**src/design/lbpt_serial_div.sv**
```systemverilog
// Bit-serial restoring divider that forms a count over its total as a fixed-point fraction.
module lbpt_serial_div #(
    parameter int CNT_W  = 16,
    parameter int FRAC_W = 16
) (
    input  logic              i_clk,
    input  logic              i_rst_n,
    input  logic              i_start,
    input  logic [CNT_W-1:0]  i_dividend,
    input  logic [CNT_W-1:0]  i_divisor,
    output logic              o_done,
    output logic [FRAC_W:0]   o_quotient
);

    localparam int STEP_W = $clog2(FRAC_W + 1);

    logic [CNT_W:0]    r_rem;
    logic [CNT_W:0]    n_rem;
    logic [CNT_W-1:0]  r_den;
    logic [FRAC_W:0]   r_quo;
    logic [STEP_W-1:0] r_step;
    logic              r_busy;
    logic              r_done;
    logic              w_ge;
    logic [CNT_W:0]    w_diff;

    always_comb begin
        w_ge   = (r_rem >= {1'b0, r_den});
        w_diff = w_ge ? (r_rem - {1'b0, r_den}) : r_rem;
        n_rem  = {w_diff[CNT_W-1:0], 1'b0};
    end

    always_ff @(posedge i_clk) begin
        if (!i_rst_n) begin
            r_busy <= 1'b0;
            r_done <= 1'b0;
            r_step <= '0;
        end else if (i_start) begin
            r_busy <= 1'b1;
            r_done <= 1'b0;
            r_step <= '0;
        end else if (r_busy) begin
            if (r_step == STEP_W'(FRAC_W)) begin
                r_busy <= 1'b0;
                r_done <= 1'b1;
            end
            r_step <= r_step + STEP_W'(1);
        end
    end

    always_ff @(posedge i_clk) begin
        if (i_start) begin
            r_rem <= {1'b0, i_dividend};
            r_den <= i_divisor;
            r_quo <= '0;
        end else if (r_busy) begin
            r_rem <= n_rem;
            r_quo <= {r_quo[FRAC_W-1:0], w_ge};
        end
    end

    assign o_done     = r_done;
    assign o_quotient = r_quo;

endmodule
```
**config.mk**
```make
export PLATFORM = sky130hd
export DESIGN_NAME = lbpt_serial_div
export DESIGN_NICKNAME = d
export VERILOG_FILES = /design/src/design/lbpt_serial_div.sv
export SDC_FILE = /design/constraint.sdc
export NUM_CORES = 1
export LEC_CHECK = 0
export CAP_MARGIN = 20
export CORE_MARGIN = 1.5
export CORE_UTILIZATION = 45
export CTS_CLUSTER_DIAMETER = 80
export CTS_CLUSTER_SIZE = 20
export DETAILED_ROUTE_END_ITERATION = 10
export DONT_BUFFER_PORTS = 1
export PLACE_DENSITY = 0.61
export SLEW_MARGIN = 20
export SYNTH_ARGS = -nofsm -noshare
export SYNTH_HDL_FRONTEND = slang
export SYNTH_SLANG_ARGS = --single-unit
```
**constraint.sdc**
```tcl
create_clock -name i_clk -period 4.55 [get_ports i_clk]
set_input_delay 0.91 -clock i_clk [delete_from_list [all_inputs] [get_ports i_clk]]
set_output_delay 0.91 -clock i_clk [all_outputs]
set_load 0.02 [all_outputs]
```
# Word level (Yosys, flattened, before mapping)
# Cells that the tools add are included.
totals:
  out_inout_bits: 18
  word_cells: 21
  regBits: 57
classes:
  n_addsub: 2
  n_eq_ne: 1
  mux: 6
  order_cmp: 1
  reduce_logical: 3
  n_bitwise: 1
ops:
  columns: ["cell", "n"]
  rows:
  - ["16-bit two-way mux", 3]
  - ["17-bit by 16-bit >= comparator with 1-bit output", 1]
  - ["16-bit subtractor", 1]
  - ["5-bit by 1-bit adder with 5-bit output (second input constant)", 1]
  - ["5-bit == test (second input constant)", 1]
  - ["1-bit two-way mux", 3]
  - ["2-bit AND reduction", 1]
  - ["2-bit nonzero test", 1]
  - ["2-bit OR reduction", 1]
  - ["1-bit inverter", 1]

# Longest topological paths before layout
depth:
  word_depth: 4
  depth_mapped: 10
  mapped_depth_nobuf: 10

# Worst setup path after synthesis
# No wires, ideal clock.
synth_timing:
  path_kind: "input -> register"
  from: "input port i_start"
  to: "register r_rem[0] (enable)"
  arrival_ps: 2038
  path_stages: 5
  path_slack_ps: 2149
  cell_sequence: "clkbuf_1 > inv_1 > clkbuf_1 > buf_1 > nand2_1"
synth_between:
  elab_chain_len: 1
synth_lines:
  columns: ["item", "line_no", "text"]
  rows:
  - ["from (decl)", "8", "input logic i_start,"]
  - ["2-bit nonzero test (no line)", null, null]
  - ["to (signal assigned)", "53", "r_rem <= {1'b0, i_dividend};"]
  - ["to (signal assigned)", "57", "r_rem <= n_rem;"]
  - ["to (decl)", "17", "logic [CNT_W:0] r_rem;"]
# Every way passes these cells.
# A chain may end at the register's enable or synchronous reset.

# Final worst setup path
layout_timing:
  from: "register r_rem[12]"
  to: "register r_rem[8], data pin"
layout_between:
  elab_chain_len: 4
layout_lines:
  columns: ["item", "line_no", "text"]
  rows:
  - ["17-bit by 16-bit >= comparator with 1-bit output", "28", "w_ge = (r_rem >= {1'b0, r_den});"]
  - ["16-bit two-way mux", "29", "w_diff = w_ge ? (r_rem - {1'b0, r_den}) : r_rem;"]
  - ["16-bit two-way mux", "56", "end else if (r_busy) begin"]
  - ["16-bit two-way mux", "52", "if (i_start) begin"]
# Every way passes these cells. The select of a mux whose other input is x is not followed.

==> results.yml <==
status:
  run_status: "finished, final reports clean"
detailed_routing:
  via_per_inst: 5.667
  first_iter_violations: 131
  dr.pass1.iters: 4
  totalWireLength_um: 6921
  vias: 2363
  post_drt_wl_per_cell_um: 16.60
  remaining_drc_errors: 0
  drtAntennaViolNets: 0
floorplan:
  fp-row-count: 30
  coreArea_sq_mm: 0.006832
  io-pin-count: 53
  die-area_sq_mm: 0.007656
  dieWidth_um: 87.50
  dieHeight_um: 87.50
  start_util_pct: 47.03
place:
  place_ws_ns: 1.724
  port_buffers: 0
  gp_congestion: 0.8714
  dp_hpwl_um: 4690
global_route:
  grt_pass1_vias: 2296
  grt.overflow.total: 0
  grt_use_total_pct: 19.35
  grt_pass1_wl_um: 11090
  antenna_found_initial: 0
  grt_max_degree: 63
sta:
  slew_headroom_pct: 46.84
  setup_tns_ns: 0
  worst_pin_slew_ns: 0.7955
  slew_violations: 0
  min_period_ns: 2.822
  fin_ws_ns: 1.728
  fin_crit_sh_pct: 62.02
  setup_viol: 0
  clock_skew_ns: 0.01366
  rsz0062_at_grt: "false"
  hold_violations: 0
  timing.fmax_mhz: 354.4
setup_path:
  cp-end-kind: "register"
  worstSetupPathType: "register to register"
  r2r-start: "r_rem[12]$_DFFE_PP_"
  crit_path_start_kind: "register"
  crit_path_start: "r_rem[12]$_DFFE_PP_"
  cp_max_fo: 12
  cp_data_required_time_ns: 4.66
  arrival_ns: 2.93
worst_hold_path:
  hold_start: "r_step[4]$_SDFFE_PP0P_"
  hold_path_class: "register to register"
synth:
  synth-seq-cells: 57
  avgSynthCellArea_sq_um: 10.04
  synth_area_leaders: "edfxtp_1 (30%), dfxtp_1 (16%), ha_1 (7.0%)"
  yosysMostFrequentCell: "nor2_1"
  synthArstFlopShare_pct: 0
  yosys.area.top_type_share_pct: 29.91
  syn_inst: 320
  yosysSeqAreaShare_pct: 45.48
  synth_area_leader_cell: "edfxtp_1"
  synth_area_sq_mm: 0.003213
  ys_top_cells_by_count: "nor2_1 (36), edfxtp_1 (32), dfxtp_1 (25)"
  synth.distinct_cells: 54
  syn_nets: 374
  synth_edf_count: 32
  synthFlopType: "edfxtp_1"
  ys_warn_count: 0
pwr:
  p_seq_share_pct: 36.9
  intPower_mw: 1.130
  vdd_ir_drop_max_mv: 0.2485
  power.total_mw: 1.782
  combPwrFrac_pct: 35.7
  leakage_nw: 1.368
  sw_frac_of_total_pct: 36.57
  pwr_density_cell_mw_per_mm2: 512.8
  p_switching_uw: 651.6
  clockPowerShare_pct: 27.4
clock_network:
  ctsHtreeMaxLevel: 3
  hold_buffers: 0
  clk_latency_ns: 0.35
  clk_path_buf_depth: 2
  cts_tree: "done"
  cts_setup_buffers: 0
  path_clk_slew_ns: 0.08
  post_cts_resized: 0
  cts.sinks: 57
  cts_buffers: 9
  root_buffer: "clkbuf_8"
final_layout:
  nFillCells: 652
  drive_gt1_share_pct: 8.723
  fin_nets: 370
  antenna_cells: 0
  area_growth_syn_to_layout_pct: 8.139
job:
  maxCapViolCount: 0
-- critical path, cell delays in order (launching register included) --
cell,delay (ns)
edfxtp_1,0.42
ha_1,0.43
a21o_1,0.26
o21bai_1,0.18
nor2_1,0.27
a211o_1,0.47
nand2_1,0.24
a31o_2,0.31
-- final timing paths --
path                                               end  slack, ns  cells past startpoint
worst max-delay path                r_rem[8]$_DFFE_PP_       1.73                      7
worst min-delay path            r_step[4]$_SDFFE_PP0P_       0.54                      2
worst max register to register      r_rem[8]$_DFFE_PP_       1.73                      7
worst min register to register  r_step[4]$_SDFFE_PP0P_       0.54                      2
-- routing by layer --
layer | GRT usage (%) | vias up | share of wire (%)
met2 | 30.42 | 56 | 47
met1 | 24.12 | 1123 | 46
met5 | 0 | - | 0
li1 | - | 1175 | -
met3 | 8.626 | 9 | 6.2
met4 | 5.628 | 0 | 1.1
-- final cells by class --
| cell class | instances | area [sq um] | area share, % |
|---|---|---|---|
| Timing Repair Buffer | 1 | 7.507 | 0.2161 |
| Clock buffer | 9 | 123.9 | 3.565 |
| Sequential cell | 57 | 1461 | 42.06 |
| Inverter | 24 | 90.09 | 2.593 |
| Multi-Input combinational cell | 223 | 1595 | 45.91 |
| Clock inverter | 7 | 76.32 | 2.197 |
| Tap cell | 96 | 120.1 | 3.457 |
-- cells by family after synthesis --
family,share of synthesized area (%)
compound gates,19.08
xor+xnor,3.816
fa+ha+maj,7.633
buf+inv,4.868
flops,45.48
mux,5.646
simple gates,13.47
-- layout by cell type (no fill, tap or decap), types with 2 or more instances in the layout --
cell type and n:
mux2i_1 17, nand3_1 4, xnor2_1 6, inv_6 2
nor2_1 36, a211oi_1 4, clkinv_4 2, a31oi_1 6
a31o_2 2, inv_1 24, a21boi_0 2, a21o_1 7
and2_1 3, edfxtp_1 32, xor2_1 8, o311ai_1 5
o21ba_2 2, o31ai_1 3, clkbuf_8 9, o211ai_1 4
o311ai_0 2, dfxtp_1 25, or3_1 2, o21ai_0 9
and3_1 3, nor2b_1 2, nand2_1 23, o2111ai_1 2
a211o_1 2, ha_1 18, nor3_1 3, a21oi_1 16
nand2b_1 2, nand4_1 9, a311o_1 2
-- power by group through the flow --
| stage | clock [mW] | combinational, mW | sequential [mW] |
|---|---|---|---|
| 2_1_floorplan | 0 | 0.518 | 0.655 |
| 3_3_place_gp | 0 | 0.625 | 0.666 |
| 3_5_place_dp | 0 | 0.630 | 0.668 |
| 4_1_cts | 0.498 | 0.635 | 0.656 |
| 5_1_grt | 0.520 | 0.711 | 0.662 |
| 6_report | 0.488 | 0.636 | 0.657 |
-- metrics by stage --
stage               instances  hold WS, ns  utilization, %  cell area [sq um]
global route              417       0.5709           50.86               3475
detailed placement        401       0.5324           47.93               3274
global placement          401       0.5001           47.93               3274
finish                    417       0.5355           50.86               3475
CTS                       417       0.5491           50.86               3475
floorplan                 320       0.4794               -               3213
-- flip-flops by register name, indices dropped and copies added, names as in the netlist --
signal,count
o_done,1
r_step,5
r_rem,17
o_quotient,17
r_busy,1
r_den,16
Power figures use the tool's default switching activity.
