--- src/design/lbpt_pkg.sv ---
// Shared constants and types of the letter bigram probability table.
package lbpt_pkg;

    localparam int SYMBOL_COUNT = 28;
    localparam int SYM_W        = 5;
    localparam int BYTE_W       = 8;
    localparam int OP_W         = 2;
    localparam int OUT_CNT_W    = 16;
    localparam int PROB_W       = 17;
    localparam int PAIR_DEPTH   = SYMBOL_COUNT * SYMBOL_COUNT;
    localparam int ADDR_W       = $clog2(PAIR_DEPTH);

    localparam logic [SYM_W-1:0] NO_SYMBOL     = 5'd28;
    localparam logic [SYM_W-1:0] SPACE_SYMBOL  = 5'd27;
    localparam logic [SYM_W-1:0] NTILDE_SYMBOL = 5'd14;
    localparam logic [SYM_W-1:0] SYM_A         = 5'd0;
    localparam logic [SYM_W-1:0] SYM_E         = 5'd4;
    localparam logic [SYM_W-1:0] SYM_I         = 5'd8;
    localparam logic [SYM_W-1:0] SYM_O         = 5'd15;
    localparam logic [SYM_W-1:0] SYM_U         = 5'd21;

    typedef enum logic [OP_W-1:0] {
        OP_FEED  = 2'd0,
        OP_READ  = 2'd1,
        OP_CLEAR = 2'd2
    } t_op;

    typedef enum logic [2:0] {
        ST_CLEAR,
        ST_IDLE,
        ST_FEED,
        ST_READ_WAIT,
        ST_DIVIDE,
        ST_REPLY
    } t_state;

endpackage

--- src/design/lbpt_symbol_map.sv ---
// Maps a Latin-1 text byte to its bigram symbol.
module lbpt_symbol_map import lbpt_pkg::*; (
    input  logic [BYTE_W-1:0] i_byte,
    output logic [SYM_W-1:0]  o_symbol
);

    logic [BYTE_W-1:0] w_upper;
    logic [BYTE_W-1:0] w_letter;

    always_comb begin
        w_upper = i_byte;
        if (i_byte >= 8'h61 && i_byte <= 8'h7A) begin
            w_upper = i_byte - 8'h20;
        end
        w_letter = w_upper - 8'h41;
        if (w_upper >= 8'h41 && w_upper <= 8'h5A) begin
            // Letters from o onward skip the slot kept for n-tilde.
            o_symbol = (w_letter < 8'd14) ? SYM_W'(w_letter) : SYM_W'(w_letter + 8'd1);
        end else begin
            case (w_upper) inside
                8'h20:               o_symbol = SPACE_SYMBOL;
                8'hC1, 8'hE1:        o_symbol = SYM_A;
                8'hC9, 8'hE9:        o_symbol = SYM_E;
                8'hCD, 8'hED:        o_symbol = SYM_I;
                8'hD3, 8'hF3:        o_symbol = SYM_O;
                8'hFC, 8'hF8, 8'hFA: o_symbol = SYM_U;
                8'hD1, 8'hF1:        o_symbol = NTILDE_SYMBOL;
                default:             o_symbol = NO_SYMBOL;
            endcase
        end
    end

endmodule

--- config.mk ---
export PLATFORM = sky130hd
export DESIGN_NAME = lbpt_symbol_map
export DESIGN_NICKNAME = d
export VERILOG_FILES = /design/src/design/lbpt_pkg.sv /design/src/design/lbpt_symbol_map.sv
export SDC_FILE = /design/constraint.sdc
export NUM_CORES = 1
export LEC_CHECK = 0
export BUFFER_PORTS_ARGS = -buffer_cell sky130_fd_sc_hd__buf_4
export CAP_MARGIN = 20
export CORE_AREA = 2 2 39 41
export DETAILED_ROUTE_END_ITERATION = 6
export DIE_AREA = 0 0 41 43
export PLACE_DENSITY = 0.8
export SYNTH_ARGS = -nofsm -noshare
export SYNTH_HDL_FRONTEND = slang
export SYNTH_SLANG_ARGS = --single-unit
export TNS_END_PERCENT = 10
--- constraint.sdc ---
create_clock -name vclk -period 2
set_clock_uncertainty 0.15 [all_clocks]
set_input_delay 0 -clock vclk [all_inputs]
set_output_delay 0 -clock vclk [all_outputs]
set_load 0.01 [all_outputs]
# == After elaboration in Yosys (flattened, before gate mapping) ==
# Cells that the tools add are included.
# word_totals
regBits,0
output_inout_bits,5
word_cells,40
# classes
addsub,3
order_cmp,5
eq_ne,14
n_mux,10
n_reduce_logical,8
# op_table
operator,n
"== test 8 bit, second input constant",13
2-to-1 mux 5 bit,9
"greater-or-equal comparator 8 x 7 -> 1 bit, second input constant",2
"less-or-equal comparator 8 x 7 -> 1 bit, second input constant",2
OR reduction 2 bit,5
"== test 8 x 6 -> 1 bit, second input constant",1
"less-than comparator 8 x 4 -> 1 bit, second input constant",1
2-to-1 mux 8 bit,1
"subtractor 8 x 6 -> 8 bit, second input constant",1
"subtractor 8 x 7 -> 8 bit, second input constant",1
"adder 5 x 1 -> 5 bit, second input constant",1
OR reduction 3 bit,1
logical AND 1 bit,2

# == Depth between registers and ports, before layout ==
# Gate-level depths: netlist of run 1.
# depth
depth_word,13
ltp_mapped,11
depth_no_buf,9

# == Least setup slack after synthesis of run 1 ==
# OpenSTA, ideal clock, no wires.
# synth_path
kind,in2out
start,input port i_byte[1]
end,output port o_symbol[0]
arrival_time_ps,1671
setup_slack_ps,179
cell_stages,10
n_path_buf,1
path_cell_list,clkbuf_2 > inv_1 > ha_1 > nor3_1 > o31ai_1 > o311a_2 > nand3_1 > a21oi_2 > xnor2_1 > a21oi_1
# synth_between
elab_chain_cells,12
# synth_rtl
element,line,source
"start, declared",lbpt_symbol_map.sv:3,"input logic [BYTE_W-1:0] i_byte,"
greater-or-equal comparator 8 x 7 -> 1 bit / less-or-equal comparator 8 x 7 -> 1 bit (equally long branches),lbpt_symbol_map.sv:12,if (i_byte >= 8'h61 && i_byte <= 8'h7A) begin
logical AND 1 bit,lbpt_symbol_map.sv:12,
2-to-1 mux 8 bit (*),lbpt_symbol_map.sv:12,
"parallel branches: the longest is 8 deep, another holds subtractor 8 x 7 -> 8 bit",n/a,
2-to-1 mux 5 bit (*),lbpt_symbol_map.sv:16,if (w_upper >= 8'h41 && w_upper <= 8'h5A) begin
"end, declared",lbpt_symbol_map.sv:4,output logic [SYM_W-1:0] o_symbol
# Every way passes the cells marked *.

# == Final worst setup path of run 1 ==
# layout_path
start,input port i_byte[0]
end,output port o_symbol[2]
# Same word-level chain as after synthesis.

==> results of run 1 <==
==> path summary, 6_finish.rpt <==
| path | slack [ns] | end | startpoint | cells past startpoint |
|---|---|---|---|---|
| min | 0.37 | o_symbol[2] | i_byte[2] | 4 |
| max | 0.06 | o_symbol[2] | i_byte[0] | 11 |
==> worst max-delay path, delay by kind of cell <==
family	cells	cell delay [ns]
AO/OA/AOI/OAI	4	0.68
adder cells (fa/ha/maj)	1	0.18
buffers and inverters	3	0.41
AND/OR/NAND/NOR	3	0.51
==> cells by family (layout without fill, tap and decap cells) <==
kind of cell / Yosys count / in the layout / share of synthesized area
simple gates: 47 / 47 / 0.365
compound gates: 35 / 35 / 0.382
buf+inv: 13 / 31 / 0.0982
fa+ha+maj: 6 / 6 / 0.105
xor+xnor: 4 / 4 / 0.0491
==> cells in the final DEF (no fill, tap or decap), drive strengths merged <==
cell / synthesis / routed
o21a: 4 / 4
o211a: 1 / 1
nand2: 9 / 9
a211o: 1 / 1
a32oi: 1 / 1
o31ai: 3 / 3
buf: 4 / 24
o211ai: 4 / 4
nor4: 4 / 4
or2: 1 / 1
o22ai: 2 / 2
nand3b: 1 / 1
nor2: 11 / 11
nand3: 4 / 4
nand2b: 4 / 4
o221ai: 1 / 1
o21ai: 5 / 5
ha: 6 / 6
nor3: 7 / 7
and2: 1 / 1
xor2: 1 / 1
nor3b: 1 / 1
a211oi: 2 / 2
inv: 7 / 7
a31oi: 1 / 1
xnor2: 3 / 3
o311ai: 1 / 1
o311a: 1 / 1
nor2b: 2 / 2
nor4b: 1 / 1
a21oi: 7 / 7
a41oi: 1 / 1
and3: 1 / 1
==> routing by layer <==
metal,up-vias,global-route usage
li1,431,-
met4,0,0.0733
met5,-,0
met2,57,0.403
met3,8,0.0262
met1,421,0.361
==> power groups by stage <==
| stage | Sequential [mW] | Clock, mW | Combinational [mW] |
|---|---|---|---|
| after global routing | 0 | 0 | 0.218 |
| after CTS | 0 | 0 | 0.179 |
| after global placement | 0 | 0 | 0.170 |
| after floorplan | 0 | 0 | 0.116 |
| after detailed placement | 0 | 0 | 0.173 |
| final | 0 | 0 | 0.203 |
==> area by class of cell <==
class                           instances  area (um2)  share of cell area
Tap cell                               16        20.0              0.0207
Inverter                                7        26.3              0.0272
Timing Repair Buffer                   24         180               0.186
Multi-Input combinational cell         92         741               0.766
==> what timing repair did <==
action                     in CTS  in global routing
buffers inserted                3                  0
gates resized for setup         3                 16
cloned                          0                  0
setup endpoints to repair       1                  5
pin swaps                       3                  4
==> flow_metrics.env, run 1 <==
export IMPL_seq_cell_count=0
export IMPL_slowest_stage="a211o_2"
export IMPL_grt_start_max_net_pins=14
export IMPL_antenna_found_initial=0
export IMPL_die_h_um=43
export IMPL_final_min_clock_period_ns=1.94
export IMPL_switching_power_mw=0.115
export IMPL_finalHoldViolCount=0
export IMPL_max_cap_violations=0
export IMPL_first_global_vias=819
export IMPL_die_x_um=41
export IMPL_critPathKind="in -> out"
export IMPL_design_area_um2=967
export IMPL_max_slew_margin_rel=0.627
export IMPL_ant_nets=0
export IMPL_wl_um=2210
export IMPL_leakagePower_nw=0.376
export IMPL_place_inst=136
export IMPL_setup_tns_ns=0
export IMPL_ir_worst_vdd_uv=128
export IMPL_drc=0
export IMPL_hold_ws_ns=0.365
export IMPL_boundaryPins=13
export IMPL_initial_utilization=0.515
export IMPL_antenna_cells=0
export IMPL_grt_pass1_wl_um=3370
export IMPL_cts_hold_buf=0
export IMPL_power_frac_seq=0
export IMPL_yosysMostFrequentCell="nor2_1"
export IMPL_place_hpwl_um=1560
export IMPL_synth_area_um2=713
export IMPL_status="finished, final reports clean"
export IMPL_clock_buffers=0
export IMPL_avgSynthCellArea_um2=6.79
export IMPL_critPathLaunchType="input pin"
export IMPL_fin_util=0.699
export IMPL_placement_io_buffers=13
export IMPL_synth_cell_types=44
export IMPL_drive_gt1_frac=0.398
export IMPL_drtPass1Iterations=4
export IMPL_p_per_area_nw_per_um2=210
export IMPL_cp_max_fo=7
export IMPL_wl_per_cell_um=15.9
export IMPL_wl_met2_um=1110
export IMPL_p_int_mw=0.0888
export IMPL_grt_use_total=0.259
export IMPL_critPathCaptureType="output pin"
export IMPL_register_area_um2=0
export IMPL_synth_warnings=0
export IMPL_p_comb_frac=1.000
export IMPL_final_cells=139
export IMPL_maxUsedRoutingLayer="met4"
export IMPL_crit_arrival_ns=1.79
export IMPL_overflow=0
export IMPL_area_growth_pct=35.6
export IMPL_slew_violations=0
export IMPL_yosysSeqAreaShare=0
export IMPL_nets=139
export IMPL_fmax_mhz=515
export IMPL_path_common_cell="buf_4"
export IMPL_wl_met1_um=868
export IMPL_path_cells="buf_4, inv_2, ha_1, nand2b_1, a21oi_4, nor4_1, o21ai_1, a211o_2, nand2_1, o211ai_1, buf_4"
export IMPL_route_vias_total=917
export IMPL_yosys_top_cells_count="11 x nor2_1, 9 x nand2_1, 7 x inv_1"
export IMPL_gp_congestion=0.889
export IMPL_cpPeakStageDelay_ns=0.30
export IMPL_setup_ws_ns=0.0570
export IMPL_core_rowCount=14
export IMPL_met3_length_um=181
export IMPL_placed_area_um2=847
export IMPL_rsz0062_at_grt="true"
export IMPL_pwr_share_clk=0
export IMPL_setup_viol=0
export IMPL_worstPathRequired_ns=1.85
export IMPL_ys_top_cells_by_area="ha_1 11%, nor2_1 5.8%, nand2_1 4.7%"
export IMPL_finalPower_mw=0.203
export IMPL_syn_nets=119
export IMPL_fillCellCount=115
export IMPL_hp_class="in -> out"
export IMPL_synth_top_area_frac=0.105
export IMPL_synth_cells=105
export IMPL_synth_area_leader_cell="ha_1"
export IMPL_dieArea_um2=1760
export IMPL_worst_slew_pin_slew_ns=0.553
export IMPL_drt_iter0_markers=49
export IMPL_place_ws_ns=-0.0119
export IMPL_coreArea_um2=1380
export IMPL_period_share=0.971
export IMPL_switching_share=0.563
export IMPL_viasPerCell=6.60
Power figures use the tool's default switching activity.
==> inputs of run 2 (changes only) <==
--- a/config.mk
+++ b/config.mk
@@ -10,7 +10,7 @@
 export CORE_AREA = 2 2 39 41
 export DETAILED_ROUTE_END_ITERATION = 6
 export DIE_AREA = 0 0 41 43
-export PLACE_DENSITY = 0.8
+export PLACE_DENSITY = 0.85
 export SYNTH_ARGS = -nofsm -noshare
 export SYNTH_HDL_FRONTEND = slang
 export SYNTH_SLANG_ARGS = --single-unit
==> run 2 against run 1 <==
Effect of this change:
- the flow now finishes with violations (negative setup slack)
- via count decreased by 1.7%
- clock-buffer cell count unchanged
- largest power group unchanged
- hold slack got worse by 0.039 ns
- highest routed layer unchanged
- sequential share of layout area stayed put
==> flow_metrics.env, run 2 (synthesis results as in run 1) <==
export IMPL_status="complete, but fails checks"
export IMPL_violations="negative setup slack"
export IMPL_coreArea_um2=1380
export IMPL_ir_worst_vdd_uv=130
export IMPL_fmax_mhz=499
export IMPL_route_vias_total=901
export IMPL_fin_util=0.732
export IMPL_first_global_vias=733
export IMPL_max_cap_violations=0
export IMPL_antenna_cells=0
export IMPL_max_slew_margin_rel=0.654
export IMPL_final_cells=142
export IMPL_path_cells="buf_8, clkinvlp_4, buf_6, ha_4, nand2b_4, nor3_4, nor3_2, nor4_1, buf_4, a31oi_4, o21a_1, a21oi_1, buf_4"
export IMPL_fillCellCount=105
export IMPL_drive_gt1_frac=0.421
export IMPL_core_rowCount=14
export IMPL_slew_violations=0
export IMPL_critPathLaunchType="input pin"
export IMPL_placement_io_buffers=13
export IMPL_drtPass1Iterations=5
export IMPL_worstPathRequired_ns=1.85
export IMPL_cts_hold_buf=0
export IMPL_p_per_area_nw_per_um2=209
export IMPL_register_area_um2=0
export IMPL_slowest_stage="nor3_4"
export IMPL_rsz0062_at_grt="true"
export IMPL_place_inst=137
export IMPL_final_cell_mix="24 x buf_4, 11 x nor2_1, 9 x nand2_1"
export IMPL_leakagePower_nw=0.397
export IMPL_initial_utilization=0.515
export IMPL_ant_nets=0
export IMPL_path_common_cell="buf_4"
export IMPL_setup_viol=1
export IMPL_grt_pass1_wl_um=3110
export IMPL_final_min_clock_period_ns=2.01
export IMPL_overflow=0
export IMPL_nets=142
export IMPL_wl_per_cell_um=16.4
export IMPL_place_hpwl_um=1610
export IMPL_cpPeakStageDelay_ns=0.31
export IMPL_critPathKind="in -> out"
export IMPL_clock_buffers=0
export IMPL_grt_start_max_net_pins=14
export IMPL_gp_congestion=0.848
export IMPL_final_common_cell="buf_4"
export IMPL_die_x_um=41
export IMPL_boundaryPins=13
export IMPL_grt_use_total=0.238
export IMPL_drc=0
export IMPL_critPathTopFamily="simple AND/OR/NAND/NOR gates"
export IMPL_drt_iter0_markers=34
export IMPL_dieArea_um2=1760
export IMPL_crit_arrival_ns=1.86
export IMPL_area_growth_pct=42.1
export IMPL_cp_max_fo=7
export IMPL_antenna_found_initial=0
export IMPL_viasPerCell=6.35
export IMPL_setup_ws_ns=-0.00552
export IMPL_wl_um=2330
export IMPL_critPathCaptureType="output pin"
export IMPL_finalHoldViolCount=0
export IMPL_seq_cell_count=0
export IMPL_die_h_um=43
export IMPL_worst_slew_pin_slew_ns=0.513
export IMPL_period_share=1.00
export IMPL_worst_path_buf_inv=5
export IMPL_hp_class="in -> out"
==> run 2: final cells by class <==
class,instances,area (um2),area share
tap,16,20.0,0.0198
timing repair buffer,27,218,0.215
inverter,7,30.0,0.0296
multi-input combinational,92,746,0.736
==> run 2: report_power, final <==
| group | internal, mW | leakage (nW) | total (mW) | switching (mW) |
|---|---|---|---|---|
| logic | 0.0955 | 0.397 | 0.212 | 0.117 |
| registers | 0 | 0 | 0 | 0 |
| clock network | 0 | 0 | 0 | 0 |
==> run 2: final timing paths <==
path,end,depth (start not counted),startpoint,slack (ns)
min,o_symbol[3],4,i_byte[6],0.33
max,o_symbol[0],13,i_byte[0],-0.006
==> run 2: metal layers <==
layer  wire, um  up-vias  track usage
met5          0        -            0
met4         56        0       0.0200
met3        165        8       0.0157
met2       1190       61        0.422
met1        912      401        0.308
li1           -      431            -
==> run 2: through the flow <==
step / instance area [um2] / total power [mW] / worst slack [ns] / setup TNS, ns / hold WS (ns)
2_1_floorplan: 713 / 0.116 / 0.179 / 0 / 0.0950
3_3_place_gp: 855 / 0.170 / 0.0321 / 0 / 0.340
3_5_place_dp: 855 / 0.172 / -0.0261 / -0.0372 / 0.343
4_1_cts: 866 / 0.176 / 0.0206 / 0 / 0.344
5_1_grt: 1010 / 0.227 / -0.0853 / -0.267 / 0.351
6_report: 1010 / 0.212 / -0.00552 / -0.00552 / 0.326
==> run 2: tightest hold or removal path, cell delays in order <==
cell	delay [ns]
buf_4	0.13
o21ai_2	0.10
o21a_1	0.15
buf_6	0.10
==> run 2: timing repair <==
item                                    CTS  global route
endpoints found under the setup margin    2             5
pin swaps                                 2             6
setup buffers                             0             5
resized for setup                         3            19
==> inputs of run 3 (changes only) <==
--- a/config.mk
+++ b/config.mk
@@ -7,10 +7,10 @@
 export LEC_CHECK = 0
 export BUFFER_PORTS_ARGS = -buffer_cell sky130_fd_sc_hd__buf_4
 export CAP_MARGIN = 20
-export CORE_AREA = 2 2 39 41
+export CORE_MARGIN = 2
+export CORE_UTILIZATION = 40
 export DETAILED_ROUTE_END_ITERATION = 6
-export DIE_AREA = 0 0 41 43
-export PLACE_DENSITY = 0.85
+export PLACE_DENSITY = 0.69
 export SYNTH_ARGS = -nofsm -noshare
 export SYNTH_HDL_FRONTEND = slang
 export SYNTH_SLANG_ARGS = --single-unit
==> run 3 against run 2 <==
Effect of this change:
- via count is 1.4% lower
- highest routed layer unchanged
- critical path depth is 1 lower
- the flow now finishes without violations
- fmax is 2.3% higher
- worst setup slack better by 0.046 ns
- largest cell class unchanged
- largest power group unchanged
- critical endpoint unchanged
- total power hardly changed
==> flow_metrics.env, run 3 (synthesis results as in run 1) <==
export IMPL_drc=0
export IMPL_p_comb_frac=1.000
export IMPL_wl_per_cell_um=15.1
export IMPL_grt_use_total=0.214
export IMPL_coreArea_um2=1710
export IMPL_ir_worst_vdd_uv=148
export IMPL_max_cap_violations=0
export IMPL_place_hpwl_um=1600
export IMPL_period_share=0.980
export IMPL_gp_congestion=0.859
export IMPL_status="finished, final reports clean"
export IMPL_design_area_um2=1030
export IMPL_overflow=0
export IMPL_hold_start="i_byte[2]"
export IMPL_initial_utilization=0.418
export IMPL_finalPower_mw=0.212
export IMPL_final_min_clock_period_ns=1.96
export IMPL_route_vias_total=888
export IMPL_worst_slew_pin_slew_ns=0.434
export IMPL_pwr_share_clk=0
export IMPL_worstPathRequired_ns=1.85
export IMPL_final_common_cell="buf_4"
export IMPL_slew_violations=0
export IMPL_hold_depth=4
export IMPL_core_rowCount=15
export IMPL_fmax_mhz=510
export IMPL_register_area_um2=0
export IMPL_grt_start_max_net_pins=14
export IMPL_switching_share=0.555
export IMPL_first_global_vias=722
export IMPL_finalHoldViolCount=0
export IMPL_drt_iter0_markers=30
export IMPL_p_int_mw=0.0945
export IMPL_cp_startpoint="i_byte[0]"
export IMPL_drive_gt1_frac=0.437
export IMPL_antenna_cells=0
export IMPL_hold_path_end="o_symbol[2]"
export IMPL_max_slew_margin_rel=0.707
export IMPL_wl_um=2280
export IMPL_placed_area_um2=866
export IMPL_setup_tns_ns=0
export IMPL_leakagePower_nw=0.398
export IMPL_p_per_area_nw_per_um2=207
export IMPL_final_cell_mix="27 x buf_4, 11 x nor2_1, 8 x nand2_1"
export IMPL_switching_power_mw=0.118
export IMPL_die_h_um=46.2
export IMPL_seq_cell_count=0
export IMPL_viasPerCell=5.88
export IMPL_antenna_found_initial=0
export IMPL_critPathKind="in -> out"
export IMPL_boundaryPins=13
export IMPL_critPathCaptureType="output pin"
export IMPL_clock_buffers=0
export IMPL_drtPass1Iterations=4
export IMPL_critPathLaunchType="input pin"
export IMPL_area_growth_pct=44.0
export IMPL_ant_nets=0
export IMPL_setup_viol=0
export IMPL_placement_io_buffers=13
export IMPL_final_cells=151
export IMPL_crit_arrival_ns=1.81
export IMPL_power_frac_seq=0
export IMPL_hp_class="in -> out"
export IMPL_hold_ws_ns=0.347
export IMPL_dieArea_um2=2140
export IMPL_grt_pass1_wl_um=3470
export IMPL_place_inst=146
export IMPL_die_x_um=46.2
export IMPL_cp_max_fo=7
export IMPL_nets=142
-- run 3: cell types whose count changed in the layout (fill, tap and decap cells not counted), sizes merged --
cell / change
clkinvlp: -1
inv: +1
-- run 3: worst max path at each step --
stage,endpoint,slack [ns]
after floorplan,o_symbol[0],0.18
after global routing,o_symbol[0],-0.04
after global placement,o_symbol[1],-0.01
final,o_symbol[0],0.04
after detailed placement,o_symbol[1],-0.05
after CTS,o_symbol[1],0.005
-- run 3: layout make-up --
cell class | instances | area [um2]
inverters | 7 | 28.8
multi-input cells | 92 | 764
fillers | 160 | 681
well taps | 25 | 31.3
repair buffers | 27 | 203
-- run 3: metal layers --
layer	share of wire	vias up	track usage
met5	0	-	0
met4	0.0031	0	0.0229
met3	0.060	2	0.00784
met2	0.51	43	0.339
met1	0.43	408	0.325
li1	-	435	-
-- run 3: power by group through the flow --
| stage | Clock, mW | Sequential (mW) | Combinational, mW |
|---|---|---|---|
| finish | 0 | 0 | 0.212 |
| global route | 0 | 0 | 0.230 |
| CTS | 0 | 0 | 0.180 |
| detailed placement | 0 | 0 | 0.175 |
| global placement | 0 | 0 | 0.173 |
| floorplan | 0 | 0 | 0.116 |
-- run 3: timing repair --
item | CTS | global route
buffers inserted | 0 | 5
gates resized for setup | 4 | 19
hold endpoints to repair | 0 | 0
pin swaps | 1 | 9
endpoints found under the setup margin | 3 | 4
gates cloned | 0 | 0
hold buffers | 0 | 0
-- run 3: critical path, stage by stage --
cell	delay (ns)
buf_4	0.12
inv_4	0.06
ha_4	0.16
nand2b_4	0.14
a21oi_4	0.26
nor3_2	0.10
nor4_2	0.32
buf_4	0.17
a31oi_1	0.04
o21a_1	0.18
a21oi_1	0.12
buf_4	0.14
-- run 3: through the flow --
step                       util  setup WS [ns]
after global placement    0.507       -0.00958
after CTS                 0.518        0.00476
after global routing      0.601        -0.0358
after floorplan               -          0.179
final                     0.601         0.0400
after detailed placement  0.507        -0.0549
